[src/design/scl_pkg.sv]
// Shared types and constants for the supply command line parser.
// Holds the action and letter codes, character constants and the result struct.
// No dependencies.
package scl_pkg;

  // Default sizing of the line decoder
  localparam int MaxLineDefault     = 32;
  localparam int NumberStartDefault = 6;
  localparam int NumberCharsDefault = 6;

  // A line must be longer than this to carry a command
  localparam int MinLenExcl = 6;

  localparam int ValueW = 16;
  localparam int CharW  = 8;

  // Characters the decoder looks for
  localparam logic [CharW-1:0] ChS     = 8'h73;  // 's'
  localparam logic [CharW-1:0] ChG     = 8'h67;  // 'g'
  localparam logic [CharW-1:0] ChE     = 8'h65;  // 'e'
  localparam logic [CharW-1:0] ChT     = 8'h74;  // 't'
  localparam logic [CharW-1:0] ChA     = 8'h61;  // 'a'
  localparam logic [CharW-1:0] ChV     = 8'h76;  // 'v'
  localparam logic [CharW-1:0] ChSpace = 8'h20;  // ' '
  localparam logic [CharW-1:0] ChZero  = 8'h30;  // '0'
  localparam logic [CharW-1:0] ChNine  = 8'h39;  // '9'
  localparam logic [CharW-1:0] ChNul   = 8'h00;

  typedef enum logic [2:0] {
    ACT_NONE  = 3'd0,
    ACT_SET_A = 3'd1,
    ACT_SET_V = 3'd2,
    ACT_GET_A = 3'd3,
    ACT_GET_V = 3'd4,
    ACT_HELP  = 3'd5
  } action_t;

  typedef enum logic [1:0] {
    LEAD_OTHER = 2'd0,
    LEAD_S     = 2'd1,
    LEAD_G     = 2'd2
  } lead_t;

  typedef enum logic [1:0] {
    TGT_OTHER = 2'd0,
    TGT_A     = 2'd1,
    TGT_V     = 2'd2
  } target_t;

  typedef struct packed {
    action_t             action;
    logic [ValueW-1:0]   set_value;
  } scl_result_t;

endpackage

[src/design/scl_line_dec.sv]
// Per-line state of the command parser and the decode of a finished line.
// Updates the state once per stepped character and decodes on the last one.
// Depends on scl_pkg.
module scl_line_dec #(
  parameter int MAX_LINE     = scl_pkg::MaxLineDefault,
  parameter int NUMBER_START = scl_pkg::NumberStartDefault,
  parameter int NUMBER_CHARS = scl_pkg::NumberCharsDefault
) (
  input  logic                      clk,
  input  logic                      rst_n,
  input  logic                      step,
  input  logic [scl_pkg::CharW-1:0] line_char,
  input  logic                      end_of_line,
  output scl_pkg::scl_result_t      result
);
  import scl_pkg::*;

  localparam int PosW = $clog2(MAX_LINE + 1);

  logic [PosW-1:0]   pos_r, pos_nxt;
  lead_t             lead_r, lead_nxt;
  logic              kw_r, kw_nxt;
  target_t           tgt_r, tgt_nxt;
  logic              num_valid_r, num_valid_nxt;
  logic [ValueW-1:0] acc_r, acc_nxt;
  logic              ended_r, ended_nxt;

  logic              is_digit;
  logic [ValueW-1:0] digit;
  logic [ValueW-1:0] acc_x10;
  action_t           action;
  logic [ValueW-1:0] value;

  assign is_digit = (line_char >= ChZero) && (line_char <= ChNine);
  assign digit    = {{(ValueW-CharW){1'b0}}, line_char} - {{(ValueW-CharW){1'b0}}, ChZero};
  assign acc_x10  = (acc_r << 3) + (acc_r << 1);

  // Fold the current character into the line state
  always_comb begin
    pos_nxt       = pos_r;
    lead_nxt      = lead_r;
    kw_nxt        = kw_r;
    tgt_nxt       = tgt_r;
    num_valid_nxt = num_valid_r;
    acc_nxt       = acc_r;
    ended_nxt     = ended_r;
    if (!ended_r) begin
      if (line_char == ChNul) begin
        ended_nxt = 1'b1;
      end else begin
        if (pos_r == PosW'(0)) begin
          lead_nxt = (line_char == ChS) ? LEAD_S : (line_char == ChG) ? LEAD_G : LEAD_OTHER;
        end else if (pos_r == PosW'(1)) begin
          if (line_char != ChE) kw_nxt = 1'b0;
        end else if (pos_r == PosW'(2)) begin
          if (line_char != ChT) kw_nxt = 1'b0;
        end else if (pos_r == PosW'(3)) begin
          if (line_char != ChSpace) kw_nxt = 1'b0;
        end else if (pos_r == PosW'(4)) begin
          tgt_nxt = (line_char == ChA) ? TGT_A : (line_char == ChV) ? TGT_V : TGT_OTHER;
        end
        if (32'(pos_r) == NUMBER_START) begin
          if (is_digit) begin
            num_valid_nxt = 1'b1;
            acc_nxt       = digit;
          end
        end else if (num_valid_r && (32'(pos_r) > NUMBER_START) &&
                     (32'(pos_r) < NUMBER_START + NUMBER_CHARS)) begin
          acc_nxt = acc_x10 + digit;
        end
        if (32'(pos_r) < MAX_LINE) pos_nxt = pos_r + PosW'(1);
      end
    end
  end

  // Decode the line as it stands after this character
  always_comb begin
    action = ACT_NONE;
    if (32'(pos_nxt) > MinLenExcl) begin
      unique case (lead_nxt)
        LEAD_S: begin
          if (kw_nxt) begin
            action = (tgt_nxt == TGT_A) ? ACT_SET_A :
                     (tgt_nxt == TGT_V) ? ACT_SET_V : ACT_HELP;
          end
        end
        LEAD_G: begin
          if (kw_nxt) begin
            action = (tgt_nxt == TGT_A) ? ACT_GET_A :
                     (tgt_nxt == TGT_V) ? ACT_GET_V : ACT_NONE;
          end
        end
        default: action = ACT_HELP;
      endcase
    end
    value = '0;
    if ((action == ACT_SET_A || action == ACT_SET_V) && num_valid_nxt &&
        (32'(pos_nxt) < MAX_LINE)) begin
      value = acc_nxt;
    end
  end

  assign result.action    = action;
  assign result.set_value = value;

  // Advance the state; clear it for the next line after the last character
  always_ff @(posedge clk) begin
    if (!rst_n || (step && end_of_line)) begin
      pos_r       <= '0;
      lead_r      <= LEAD_OTHER;
      kw_r        <= 1'b1;
      tgt_r       <= TGT_OTHER;
      num_valid_r <= 1'b0;
      acc_r       <= '0;
      ended_r     <= 1'b0;
    end else if (step) begin
      pos_r       <= pos_nxt;
      lead_r      <= lead_nxt;
      kw_r        <= kw_nxt;
      tgt_r       <= tgt_nxt;
      num_valid_r <= num_valid_nxt;
      acc_r       <= acc_nxt;
      ended_r     <= ended_nxt;
    end
  end

  // Length never runs past its saturation point
  a_pos_bounded: assert property (@(posedge clk) disable iff (!rst_n)
    32'(pos_r) <= MAX_LINE)
    else $error("line length above saturation");

  // A finished line leaves the state cleared
  a_clear_after_line: assert property (@(posedge clk) disable iff (!rst_n)
    step && end_of_line |=> pos_r == '0 && !ended_r && !num_valid_r && kw_r)
    else $error("line state not cleared after last character");

  // A number is folded only once its first digit has been seen
  a_acc_needs_digit: assert property (@(posedge clk) disable iff (!rst_n)
    !num_valid_r |-> acc_r == '0)
    else $error("number folded without a leading digit");

endmodule

[src/design/supply_command_line_parser.sv]
// Supply command line parser: one character per transfer in, one command per line out.
// The result of a line appears on out_ once its last character has passed the input
// register and then the result register. Throughput: one character per cycle, set by the
// line decoder's state update; out_ back-pressure stalls in_ only on a last character.
// Reset (rst_n low, synchronous) empties both registers and clears the line state.
// Depends on scl_pkg and scl_line_dec.
module supply_command_line_parser #(
  parameter int MAX_LINE     = scl_pkg::MaxLineDefault,
  parameter int NUMBER_START = scl_pkg::NumberStartDefault,
  parameter int NUMBER_CHARS = scl_pkg::NumberCharsDefault
) (
  input  logic        clk,
  input  logic        rst_n,
  input  logic        in_tvalid,
  output logic        in_tready,
  input  logic [7:0]  in_tdata,   // [7:0] line_char
  input  logic        in_tlast,   // end_of_line
  output logic        out_tvalid,
  input  logic        out_tready,
  output logic [23:0] out_tdata   // [2:0] action, [18:3] set_value, [23:19] zero
);
  import scl_pkg::*;

  logic             s1_valid_r;
  logic [CharW-1:0] s1_char_r;
  logic             s1_last_r;
  logic             s1_adv;
  logic             out_free;
  logic             out_load;
  scl_result_t      dec_result;
  scl_result_t      out_r;
  logic             out_valid_r;

  // A last character needs room in the result register; others pass freely
  assign out_free  = !out_valid_r || out_tready;
  assign s1_adv    = s1_valid_r && (!s1_last_r || out_free);
  assign out_load  = s1_adv && s1_last_r;
  assign in_tready = !s1_valid_r || s1_adv;

  // Input register
  always_ff @(posedge clk) begin
    if (!rst_n) begin
      s1_valid_r <= 1'b0;
    end else if (in_tready) begin
      s1_valid_r <= in_tvalid;
    end
  end

  always_ff @(posedge clk) begin
    if (in_tready && in_tvalid) begin
      s1_char_r <= in_tdata;
      s1_last_r <= in_tlast;
    end
  end

  scl_line_dec #(
    .MAX_LINE     (MAX_LINE),
    .NUMBER_START (NUMBER_START),
    .NUMBER_CHARS (NUMBER_CHARS)
  ) u_line_dec (
    .clk         (clk),
    .rst_n       (rst_n),
    .step        (s1_adv),
    .line_char   (s1_char_r),
    .end_of_line (s1_last_r),
    .result      (dec_result)
  );

  // Result register: hold until the downstream transfer completes
  always_ff @(posedge clk) begin
    if (!rst_n) begin
      out_valid_r <= 1'b0;
    end else if (out_free) begin
      out_valid_r <= out_load;
    end
  end

  always_ff @(posedge clk) begin
    if (out_load) out_r <= dec_result;
  end

  assign out_tvalid = out_valid_r;
  assign out_tdata  = {5'b0, out_r.set_value, out_r.action};

  // Only the last character of a line produces a result
  a_load_on_last: assert property (@(posedge clk) disable iff (!rst_n)
    out_load |-> s1_valid_r && s1_last_r)
    else $error("result loaded for a character that is not last");

  // Value is carried only by set commands
  a_value_only_set: assert property (@(posedge clk) disable iff (!rst_n)
    out_valid_r && out_r.action != ACT_SET_A && out_r.action != ACT_SET_V
      |-> out_r.set_value == '0)
    else $error("non-set command carries a value");

  // A pending result is never overwritten
  a_no_overwrite: assert property (@(posedge clk) disable iff (!rst_n)
    out_valid_r && !out_tready |-> !out_load)
    else $error("pending result overwritten");

endmodule

[config.mk]
export PLATFORM = sky130hd
export DESIGN_NAME = supply_command_line_parser
export DESIGN_NICKNAME = d
export VERILOG_FILES = /design/src/design/scl_pkg.sv /design/src/design/scl_line_dec.sv /design/src/design/supply_command_line_parser.sv
export SDC_FILE = /design/constraint.sdc
export NUM_CORES = 1
export LEC_CHECK = 0
export ABC_AREA = 1
export BUFFER_PORTS_ARGS = -buffer_cell sky130_fd_sc_hd__buf_2
export CAP_MARGIN = 0
export CORE_MARGIN = 2
export CORE_UTILIZATION = 47
export CTS_CLUSTER_DIAMETER = 150
export DETAILED_ROUTE_END_ITERATION = 6
export PLACE_DENSITY = 0.71
export SYNTH_ARGS = -nofsm -noshare
export SYNTH_HDL_FRONTEND = slang
export SYNTH_SLANG_ARGS = --single-unit
[constraint.sdc]
create_clock -name clk -period 8.8 [get_ports clk]
set_input_delay 0 -clock clk [delete_from_list [all_inputs] [get_ports clk]]
set_output_delay 0 -clock clk [all_outputs]
set_load 0.1 [all_outputs]
==> summary.txt, run 1 <==
Outcome
  • Status: completed

Timing
  • Fin crit share: 0.4398
  • Final TNS setup: 0 ns
  • Hold Fails Final Rpt: 0
  • Hold_ws: 0.02299 ns
  • Clock skew: 0.01629 ns
  • Unrepaired setup endpoints after global routing: no
  • Fmax: 0.2584 GHz
  • Slew Viols, Final: 0
  • Worst-margin pin slew: 1.005 ns
  • Worst slew margin: 0.3274
  • Setup violations, final: 0
  • Final Critical Period: 3.871 ns

Critical path
  • CP arrival: 3.97 ns
  • Critical Path Start Type: flip-flop
  • Top cell by count, worst path: nand2_1
  • CP max-delay cell: nor2_1
  • Crit Path Category: flip-flop to flip-flop
  • WP data required: approximately 8.9 ns
  • Worst-path fanout max: 10
  • CP Capture Type: flip-flop
  • CP peak stage delay: 0.77 ns
  • Ordered cell list for the critical path: ha_1, nor2_1, fa_1, ha_1, inv_1, nor3_1, nand2_1, or2_2, nand3_1, nand3_1, nand2_1, nand2_1, nand2_1, nor2_2

Clock tree
  • CTS tree: done
  • Post-CTS sizing: 0
  • Clk slew on worst S/H paths: ~0.07 ns
  • CTS sink cnt: 59
  • CTS H-Tree Depth: 3
  • Clk_lat worst skew: 0.35 ns
  • Max Root-Sink Buffers: 2
  • TritonCTS Buffers: 9
  • Root Driver: clkbuf_8

Floorplanning
  • I/O Pins: 39
  • Die Area: 9995 sq um
  • Core footprint: ~9100 sq um
  • Starting Density: 0.4776
  • # rows: 35
  • Die Width: 99.98 microns
  • Die Span Y: between 90 and 100 microns

Place
  • DP Wirelength: 7800 microns
  • Global placement routability congestion: 0.8873
  • IO buf count: 33

Routing
  • Wire length per cell: 14.05 microns
  • DR DRC count: 0
  • Via-to-Cell Ratio: 5.277
  • Final WL: 10,410 microns
  • DR iter-0 viols: 194
  • Vias: ~4k
  • Post-route ant nets: 0
  • Number of iterations in the first detailed-routing pass: 5

Global routing
  • Aggregate global routing overflow: 0
  • Vias in the first global route: 3,855
  • Initial antenna violation count: 0
  • Largest net degree at the start of global routing: 43
  • First-pass GRT wire length: 17,500 microns
  • All-Layer GR Usage: 0.2208

Cells and area
  • Fill cells: slightly below 900
  • NumNets Final: 678
  • Share of layout cells above drive strength 1: 0.1365
  • Synthesis-to-finish area growth: 12.49%
  • N_diodes: 0

Logic synthesis
  • Post-Syn Area: 4329 sq um
  • Synth warnings: 0
  • Most area-hungry cell type in the Yosys netlist: edfxtp_1
  • EDFF count, synth: 28
  • Netlist cell types: 40
  • Synth area leaders: edfxtp_1 19%, dfxtp_1 14%, nand2_1 11%
  • Post-Syn Instances: 581
  • Synth cell count leaders: 127 x nand2_1, 95 x inv_1, 47 x a21oi_1, 37 x o21ai_0, 36 x nor2_1
  • Mean Syn Cell Area: roughly 7.5 sq um
  • Ys flop type: dfxtp_1
  • FFs w/ async S/R, synth: 0
  • Synth top area share: 0.1942
  • Yosys reg bits: 59
  • Sequential area share after synthesis: 0.3376
  • Top-count cell post-synth: nand2_1

Pwr
  • Worst VDD drop: 95.64 uV
  • Leak: 2.343 nW
  • Power density over cell area: about 150 nW/um^2

Min path
  • HP Class: input pin to flip-flop

Flow run
  • Max-Cap Viols: 0
## placed cells by master, fill, tap and decap left out, types with 13 or more instances in the layout
master	synthesis	layout
dfxtp_1	31	31
fa_1	13	13
edfxtp_1	28	28
nor2_2	17	17
ha_1	27	27
nand4_1	13	13
buf_2	2	33
a21oi_1	47	47
nor2_1	36	36
inv_1	95	95
nand3_1	32	32
o21ai_0	37	37
nand2_1	127	127
## path summary, 6_finish.rpt
check                       from             endpoint  slack, ns  depth (start not counted)
min                   out_tready           out_tvalid       0.02                          4
max reg2reg         s1_char_r[4]        out_tdata[18]       4.93                         14
min reg2reg  u_line_dec.tgt_r[0]  u_line_dec.tgt_r[0]       0.50                          2
max                 s1_char_r[4]        out_tdata[18]       4.93                         14
## per-layer routing
metal / track usage / share of wire / vias to the layer above
met4: 0.06955 / 0.015 / 0
met5: 0 / 0 / -
met2: 0.3940 / 0.51 / 103
met3: 0.03830 / 0.041 / 16
li1: - / - / 1981
met1: 0.2718 / 0.44 / 1810
## flip-flops by register name (all words and copies together) (netlist names)
signal and count:
s1_last_r 1, s1_valid_r 1, s1_char_r 8, u_line_dec.ended_r 1, u_line_dec.pos_r 6, out_tdata 19, u_line_dec.lead_r 2, u_line_dec.kw_r 1
u_line_dec.num_valid_r 1, out_tvalid 1, u_line_dec.acc_r 16, u_line_dec.tgt_r 2
## worst max-delay path, delay by kind of cell (launching register included)
kind                     cells  cell delay, ns
adder cells (fa/ha/maj)      3            1.21
buffers and inverters        1            0.09
flip-flops                   1            0.47
AND/OR/NAND/NOR             10            1.86
## stage by stage
stage,total power (W),worst slack [ns],cell area (sq um),instances,util
2_1_floorplan,0.0004512,5.449,4344,585,-
3_3_place_gp,0.0004807,5.084,4567,714,0.5038
3_5_place_dp,0.0004858,4.989,4567,714,0.5038
4_1_cts,0.0007327,4.976,4870,741,0.5372
5_1_grt,0.0007686,4.658,4870,741,0.5372
6_report,0.0007285,4.929,4870,741,0.5372
## report_power, final
group	internal [W]	switching, W	leakage, nW
Sequential	0.000299	0.0000135	0.529
Clock	0.000130	0.000115	0.0950
Combinational	0.0000543	0.000117	1.72
Total	0.000483	0.000245	2.34
## logic make-up after synthesis
group           count (synthesis)  synth area share
simple gates                  244            0.2578
buf+inv                       118            0.1092
fa+ha+maj                      40            0.1381
xor+xnor                        7           0.01416
other cells                     1         0.0008662
flops                          59            0.3376
compound gates                112            0.1422
## area by class of cell
cell class	instances	area, sq um	area share
Tap cell	111	138.9	0.02852
Inverter	102	384.1	0.07888
Multi-Input combinational cell	408	2410	0.4949
Clock inverter	7	68.82	0.01413
Sequential cell	59	1461	0.3001
Clock buffer	9	123.9	0.02544
Timing Repair Buffer	45	282.8	0.05807
## repair_timing
| action | in CTS | in global routing |
|---|---|---|
| hold buffers | 11 | 0 |
| endpoints found under the hold margin | 11 | 0 |
| buffers inserted | 0 | 0 |
Note: power is estimated with default switching activity, not from simulation.
==> inputs of run 2 (changes only) <==
PLACE_DENSITY = 0.74   (was 0.71)
clock period = 3.3 ns   (was 8.8 ns; I/O delays follow)
==> summary.txt, run 2 (synthesis results as in run 1) <==
Cells and area
  • Leading cell types in the layout, fill and taps excluded: 127 x nand2_1, 95 x inv_1, 44 x a21oi_1, 35 x nor2_1, 35 x o21ai_0 (was 127 x nand2_1, 95 x inv_1, 47 x a21oi_1, 37 x o21ai_0, 36 x nor2_1)
  • Max reg flops: 19 (unchanged)
  • Layout Utilization: 0.5564 (was 0.5372)
  • Share of layout cells above drive strength 1: 0.1643 (was 0.1365)
  • N_diodes: 0 (unchanged)
  • NumNets Final: 687 (was 678)
  • Layout Cells excl Fill: 750 (was 741)
  • Synthesis-to-finish area growth: 16.50% (was 12.49%)
  • Commonest non-fill, non-tap cell in the layout: nand2_1 (unchanged)

Critical path
  • CP arrival: 3.26 ns (was 3.97 ns)
  • Critical Path Start Type: flip-flop (unchanged)
  • CP peak stage delay: 0.42 ns (was 0.77 ns)
  • CP max-delay cell: edfxtp_1 (was nor2_1)
  • Reg2Reg Launch Point: s1_char_r[5] (was s1_char_r[4])
  • Worst-path fanout max: 10 (unchanged)
  • WP data required: 3.41 ns (was 8.90 ns)
  • Reg2Reg Setup Slack: 0.15 ns (was 4.93 ns)
  • Critical R2R Capture: out_tdata[15] (was out_tdata[18])
  • R2R cell count: 14 (unchanged)
  • Ordered cell list for the critical path: ha_2, nor2_2, buf_12, fa_1, ha_1, nand2_1, nor2_1, nand3_1, nand3_1, nand2_1, a21oi_1, o21ai_0, o21ai_0, nor2_2 (was ha_1, nor2_1, fa_1, ha_1, inv_1, nor3_1, nand2_1, or2_2, nand3_1, nand3_1, nand2_1, nand2_1, nand2_1, nor2_2)
  • CP Capture Type: flip-flop (unchanged)
  • Crit Path Category: flip-flop to flip-flop (unchanged)

Floorplanning
  • Die Area: 9995 sq um (unchanged)
  • Core footprint: 9065 sq um (unchanged)
  • # rows: 35 (unchanged)
  • Die Span Y: 99.98 microns (unchanged)
  • Die Width: 99.98 microns (unchanged)
  • Starting Density: 0.4776 (unchanged)
  • I/O Pins: 39 (unchanged)

Global routing
  • All-Layer GR Usage: 0.2188 (was 0.2208)
  • Initial antenna violation count: 0 (unchanged)
  • First-pass GRT wire length: 17,350 microns (was 17,500 microns)
  • Largest net degree at the start of global routing: 42 (was 43)
  • Aggregate global routing overflow: 0 (unchanged)
  • Vias in the first global route: 3,930 (was 3,855)

Clock tree
  • Clk_lat worst skew: 0.35 ns (about the same)
  • Clk slew on worst S/H paths: 0.08 ns (was 0.07 ns)
  • Max Root-Sink Buffers: 2 (unchanged)
  • CTS sink cnt: 59 (unchanged)
  • Root Driver: clkbuf_8 (unchanged)
  • TritonCTS Buffers: 9 (unchanged)
  • CTS H-Tree Depth: 3 (unchanged)
  • CTS tree: done (unchanged)

Pwr
  • Power density over cell area: 415.0 nW/um^2 (was 149.6 nW/um^2)
  • Worst VDD drop: 223.4 uV (was 95.64 uV)
  • Leak: 2.414 nW (was 2.343 nW)

Min path
  • Hold endpoint: s1_valid_r (was out_tvalid)
  • Hold Startpoint: out_tready (unchanged)
  • Hold depth: 4 (unchanged)
  • HP Class: input pin to flip-flop (unchanged)

Timing
  • Fin crit share: 0.9549 (was 0.4398)
  • Worst-margin pin slew: 0.8784 ns (was 1.005 ns)
  • Setup violations, final: 0 (unchanged)
  • Clock skew: 0.01550 ns (was 0.01629 ns)
  • Fmax: 0.3173 GHz (was 0.2584 GHz)
  • Slew Viols, Final: 0 (unchanged)
  • Final Critical Period: 3.151 ns (was 3.871 ns)
  • Worst slew margin: 0.4138 (was 0.3274)
  • Hold_ws: 0.01535 ns (was 0.02299 ns)
  • Hold Fails Final Rpt: 0 (unchanged)

Routing
  • DR DRC count: 0 (unchanged)
  • Wire length per cell: 13.93 microns (was 14.05 microns)
  • Post-route ant nets: 0 (unchanged)
  • Via-to-Cell Ratio: 5.348 (was 5.277)
  • DR iter-0 viols: 187 (was 194)
  • Final WL: 10,440 microns (was 10,410 microns)
  • Number of iterations in the first detailed-routing pass: 7 (was 5)
  • Vias: 4,011 (was 3,910)

Place
  • Placed Instances: 720 (was 714)
  • Global placement routability congestion: 0.9026 (was 0.8873)
  • DP Wirelength: 7927 microns (was 7800 microns)
  • IO buf count: 33 (unchanged)

Flow run
  • Max-Cap Viols: 0 (unchanged)

Outcome
  • Status: completed (unchanged)
==> run 2: cell count changes in the layout (fill, tap and decap cells not counted), sizes merged <==
cell,before,now
buf,34,43
clkinvlp,2,1
inv,101,102
clkbuf,9,11
clkinv,5,3
==> run 2: cell type report <==
type                    instances  area (sq um)
repair buffers                 54         362.8
fillers                       848          4021
flip-flops and latches         59          1461
multi-input cells             408          2459
clock inverters                 5         63.81
inverters                     102         384.1
well taps                     111         138.9
clock buffers                  11         173.9
==> run 2: worst max-delay path: cells and delay by family, from the launching register on <==
family / cells / cell delay, ns
adder cells (fa/ha/maj): 3 / 1.04
AND/OR/NAND/NOR: 7 / 0.78
AO/OA/AOI/OAI: 3 / 0.51
flip-flops: 1 / 0.42
buffers and inverters: 1 / 0.15
==> run 2: what timing repair did <==
item,4_1_cts,5_1_grt
hold buffers,11,0
endpoints found under the setup margin,1,15
endpoints found under the hold margin,11,0
resized for setup,1,11
buffers inserted,0,3
pin swaps,0,1
==> run 2: worst max-delay path by stage <==
stage	endpoint	slack (ns)	start
floorplan	out_tdata[18]	0.15	s1_char_r[4]
global placement	out_tdata[12]	0.12	s1_char_r[5]
detailed placement	out_tdata[12]	-0.05	s1_char_r[5]
CTS	out_tdata[12]	0.09	s1_char_r[5]
global route	out_tdata[15]	-0.01	s1_char_r[4]
finish	out_tdata[15]	0.15	s1_char_r[5]
==> run 2: report_power, final <==
| part | switching [W] | internal (W) |
|---|---|---|
| Sequential | 0.0000342 | 0.000798 |
| Combinational | 0.000328 | 0.000162 |
| Clock | 0.000326 | 0.000445 |
| Total | 0.000688 | 0.00141 |
==> run 2: per-stage QoR <==
step / TNS, ns / area, sq um / setup slack [ns] / power, W
floorplan: 0 / 4347 / 0.1532 / 0.001204
global placement: 0 / 4627 / 0.1214 / 0.001289
detailed placement: -0.05074 / 4627 / -0.05074 / 0.001305
CTS: 0 / 4975 / 0.08921 / 0.002082
global route: -0.01026 / 5044 / -0.01026 / 0.002196
finish: 0 / 5044 / 0.1488 / 0.002093
==> run 2: per-layer routing <==
metal	global-route usage	vias up	wire length, microns
li1	-	2000	-
met1	0.2588	1866	4360
met2	0.3924	122	5337
met3	0.04387	23	511
met4	0.08114	0	234
met5	0	-	0
==> inputs of run 3 (changes only) <==
CORE_UTILIZATION = 50   (was 47)
PLACE_DENSITY = 0.78   (was 0.74)
SLEW_MARGIN = 10   (was default)
==> summary.txt, run 3 (synthesis results as in run 1) <==
Clock tree
  • CTS tree: done (unchanged)
  • Clk_lat worst skew: 0.35 ns (about the same)
  • Max Root-Sink Buffers: 2 (unchanged)
  • CTS H-Tree Depth: 3 (unchanged)
  • Root Driver: clkbuf_8 (unchanged)
  • Clk slew on worst S/H paths: 0.07 ns (was 0.08 ns)
  • TritonCTS Buffers: 9 (unchanged)
  • CTS sink cnt: 59 (unchanged)

Routing
  • DR DRC count: 0 (unchanged)
  • Wire length per cell: 14.25 microns (was 13.93 microns)
  • Final WL: 10,570 microns (was 10,440 microns)
  • Vias: 3,923 (was 4,011)
  • DR iter-0 viols: 201 (was 187)
  • Post-route ant nets: 0 (unchanged)
  • Via-to-Cell Ratio: 5.287 (was 5.348)
  • Number of iterations in the first detailed-routing pass: 5 (was 7)

Critical path
  • Worst-path fanout max: 5 (was 10)
  • Critical Path Start Type: flip-flop (unchanged)
  • Reg2Reg Launch Point: s1_char_r[4] (was s1_char_r[5])
  • Top cell by count, worst path: a21oi_2
  • CP Capture Type: flip-flop (unchanged)
  • Buf+Inv Stages, Crit Path: 2 (was 1)
  • Worst path top cell family by delay: adder cells (unchanged)
  • CP arrival: 3.24 ns (was 3.26 ns)
  • CP max-delay cell: fa_1 (was edfxtp_1)
  • R2R cell count: 13 (was 14)
  • Crit Path Category: flip-flop to flip-flop (unchanged)
  • Reg2Reg Setup Slack: 0.16 ns (was 0.15 ns)
  • Critical R2R Capture: out_tdata[12] (was out_tdata[15])
  • CP peak stage delay: 0.50 ns (was 0.42 ns)
  • WP data required: 3.40 ns (was 3.41 ns)
  • Ordered cell list for the critical path: ha_2, xor2_2, fa_1, inv_1, ha_1, a21oi_2, a21boi_1, buf_4, o21ai_0, o21ai_1, nand2_1, a21oi_2, nor2_2 (was ha_2, nor2_2, buf_12, fa_1, ha_1, nand2_1, nor2_1, nand3_1, nand3_1, nand2_1, a21oi_1, o21ai_0, o21ai_0, nor2_2)

Place
  • DP Wirelength: 7978 microns (was 7927 microns)
  • IO buf count: 33 (unchanged)
  • Area after DPL: 4612 sq um (was 4627 sq um)
  • Global placement routability congestion: 0.8860 (was 0.9026)
  • Placed Instances: 713 (was 720)

Timing
  • Fin crit share: 0.9503 (was 0.9549)
  • Hold_ws: 0.01078 ns (was 0.01535 ns)
  • Setup violations, final: 0 (unchanged)
  • Worst slew margin: 0.4561 (was 0.4138)
  • Final Critical Period: 3.136 ns (was 3.151 ns)
  • Clock skew: 0.01406 ns (was 0.01550 ns)
  • Unrepaired setup endpoints after global routing: yes
  • Slew Viols, Final: 0 (unchanged)
  • Worst-margin pin slew: 0.8149 ns (was 0.8784 ns)
  • Fmax: 0.3189 GHz (was 0.3173 GHz)
  • Hold Fails Final Rpt: 0 (unchanged)

Pwr
  • Pint: 0.001397 W (was 0.001405 W)
  • Combinational share of power: 0.243 (was 0.234)
  • Power density over cell area: 412.3 nW/um^2 (was 415.0 nW/um^2)
  • Worst VDD drop: 306.8 uV (was 223.4 uV)
  • Leak: 2.395 nW (was 2.414 nW)
  • Sequential share of power: 0.400 (was 0.398)
  • Switching portion of total power: 0.3299 (was 0.3286)
  • P_sw: 0.0006877 W (was 0.0006879 W)
  • Clock Power Share: 0.358 (was 0.368)

Cells and area
  • Layout Utilization: 0.6092 (was 0.5564)
  • Synthesis-to-finish area growth: 16.79% (was 16.50%)
  • Leading cell types in the layout, fill and taps excluded: 126 x nand2_1, 95 x inv_1, 42 x a21oi_1, 35 x nor2_1, 33 x buf_2 (was 127 x nand2_1, 95 x inv_1, 44 x a21oi_1, 35 x nor2_1, 35 x o21ai_0)
  • NumNets Final: 685 (was 687)
  • Max reg flops: 19 (unchanged)
  • Share of layout cells above drive strength 1: 0.1743 (was 0.1643)
  • N_diodes: 0 (unchanged)
  • Fin area: 5056 sq um (was 5044 sq um)
  • Layout Cells excl Fill: 742 (was 750)
  • Commonest non-fill, non-tap cell in the layout: nand2_1 (unchanged)

Floorplanning
  • # rows: 33 (was 35)
  • Die Span Y: 97.05 microns (was 99.98 microns)
  • Starting Density: 0.5216 (was 0.4776)
  • Die Area: 9419 sq um (was 9995 sq um)
  • Die Width: 97.05 microns (was 99.98 microns)
  • Core footprint: 8299 sq um (was 9065 sq um)
  • I/O Pins: 39 (unchanged)

Global routing
  • Aggregate global routing overflow: 0 (unchanged)
  • First-pass GRT wire length: 17,680 microns (was 17,350 microns)
  • Initial antenna violation count: 0 (unchanged)
  • All-Layer GR Usage: 0.2304 (was 0.2188)
  • Largest net degree at the start of global routing: 42 (unchanged)
  • Vias in the first global route: 3,929 (was 3,930)

Min path
  • Hold endpoint: s1_valid_r (unchanged)
  • HP Class: input pin to flip-flop (unchanged)
  • Hold Startpoint: out_tready (unchanged)
  • Hold depth: 4 (unchanged)

Outcome
  • Status: completed (unchanged)

Flow run
  • Max-Cap Viols: 0 (unchanged)
[run 3: changes by cell type in the layout (fill, tap and decap cells not counted), moves of 2 or more]
cell,delta
ha_1,-4
o21ai_0,-3
o21ai_1,+3
a21oi_1,-2
a21oi_2,+2
buf_4,-2
clkbuf_16,-2
ha_2,+2
ha_4,+2
[run 3: through the flow]
stage	TNS [ns]	power [W]	worst slack (ns)
after global placement	0	0.001289	0.01009
after detailed placement	-0.1065	0.001305	-0.1011
after global routing	-0.02987	0.002194	-0.01250
after floorplan	0	0.001204	0.1532
after CTS	0	0.002065	0.03243
final	0	0.002085	0.1639
[run 3: how the worst max path moves through the flow]
stage | from | to | depth (start not counted)
2_1_floorplan | s1_char_r[4] | out_tdata[18] | 14
3_3_place_gp | s1_char_r[4] | out_tdata[12] | 13
3_5_place_dp | s1_char_r[4] | out_tdata[12] | 13
4_1_cts | s1_char_r[4] | out_tdata[12] | 13
5_1_grt | s1_char_r[4] | out_tdata[18] | 16
6_report | s1_char_r[4] | out_tdata[12] | 13
[run 3: worst register-to-register path: stages, from the launching register on]
cell and delay, ns:
edfxtp_1 0.43, ha_2 0.26, xor2_2 0.17, fa_1 0.50, inv_1 0.05, ha_1 0.36
a21oi_2 0.19, a21boi_1 0.19, buf_4 0.15, o21ai_0 0.10, o21ai_1 0.18, nand2_1 0.11
a21oi_2 0.16, nor2_2 0.05
[run 3: area by class of cell]
| cell class | count | area [sq um] |
|---|---|---|
| Clock buffer | 9 | 123.9 |
| Clock inverter | 7 | 100.1 |
| Fill cell | 752 | 3243 |
| Inverter | 102 | 384.1 |
| Multi-Input combinational cell | 408 | 2507 |
| Sequential cell | 59 | 1461 |
| Tap cell | 105 | 131.4 |
| Timing Repair Buffer | 52 | 347.8 |
[run 3: metal layers]
layer	track usage	part of all wire	up-vias
li1	-	-	1985
met1	0.2674	0.42	1815
met2	0.4199	0.52	101
met3	0.04460	0.046	22
met4	0.08451	0.020	0
met5	0	0	-
[run 3: what timing repair did]
| item | in CTS | in global routing |
|---|---|---|
| setup buffers | 2 | 0 |
| hold endpoints to repair | 11 | 0 |
| hold buffers | 11 | 0 |
| gates resized for setup | 2 | 21 |
| endpoints found under the setup margin | 3 | 14 |
[run 3: power by group through the flow]
stage	Sequential, W	Clock [W]	Combinational [W]
after global routing	0.000837	0.000794	0.000563
after detailed placement	0.000849	0	0.000456
final	0.000833	0.000746	0.000506
after floorplan	0.000878	0	0.000326
after global placement	0.000847	0	0.000442
after CTS	0.000832	0.000762	0.000471
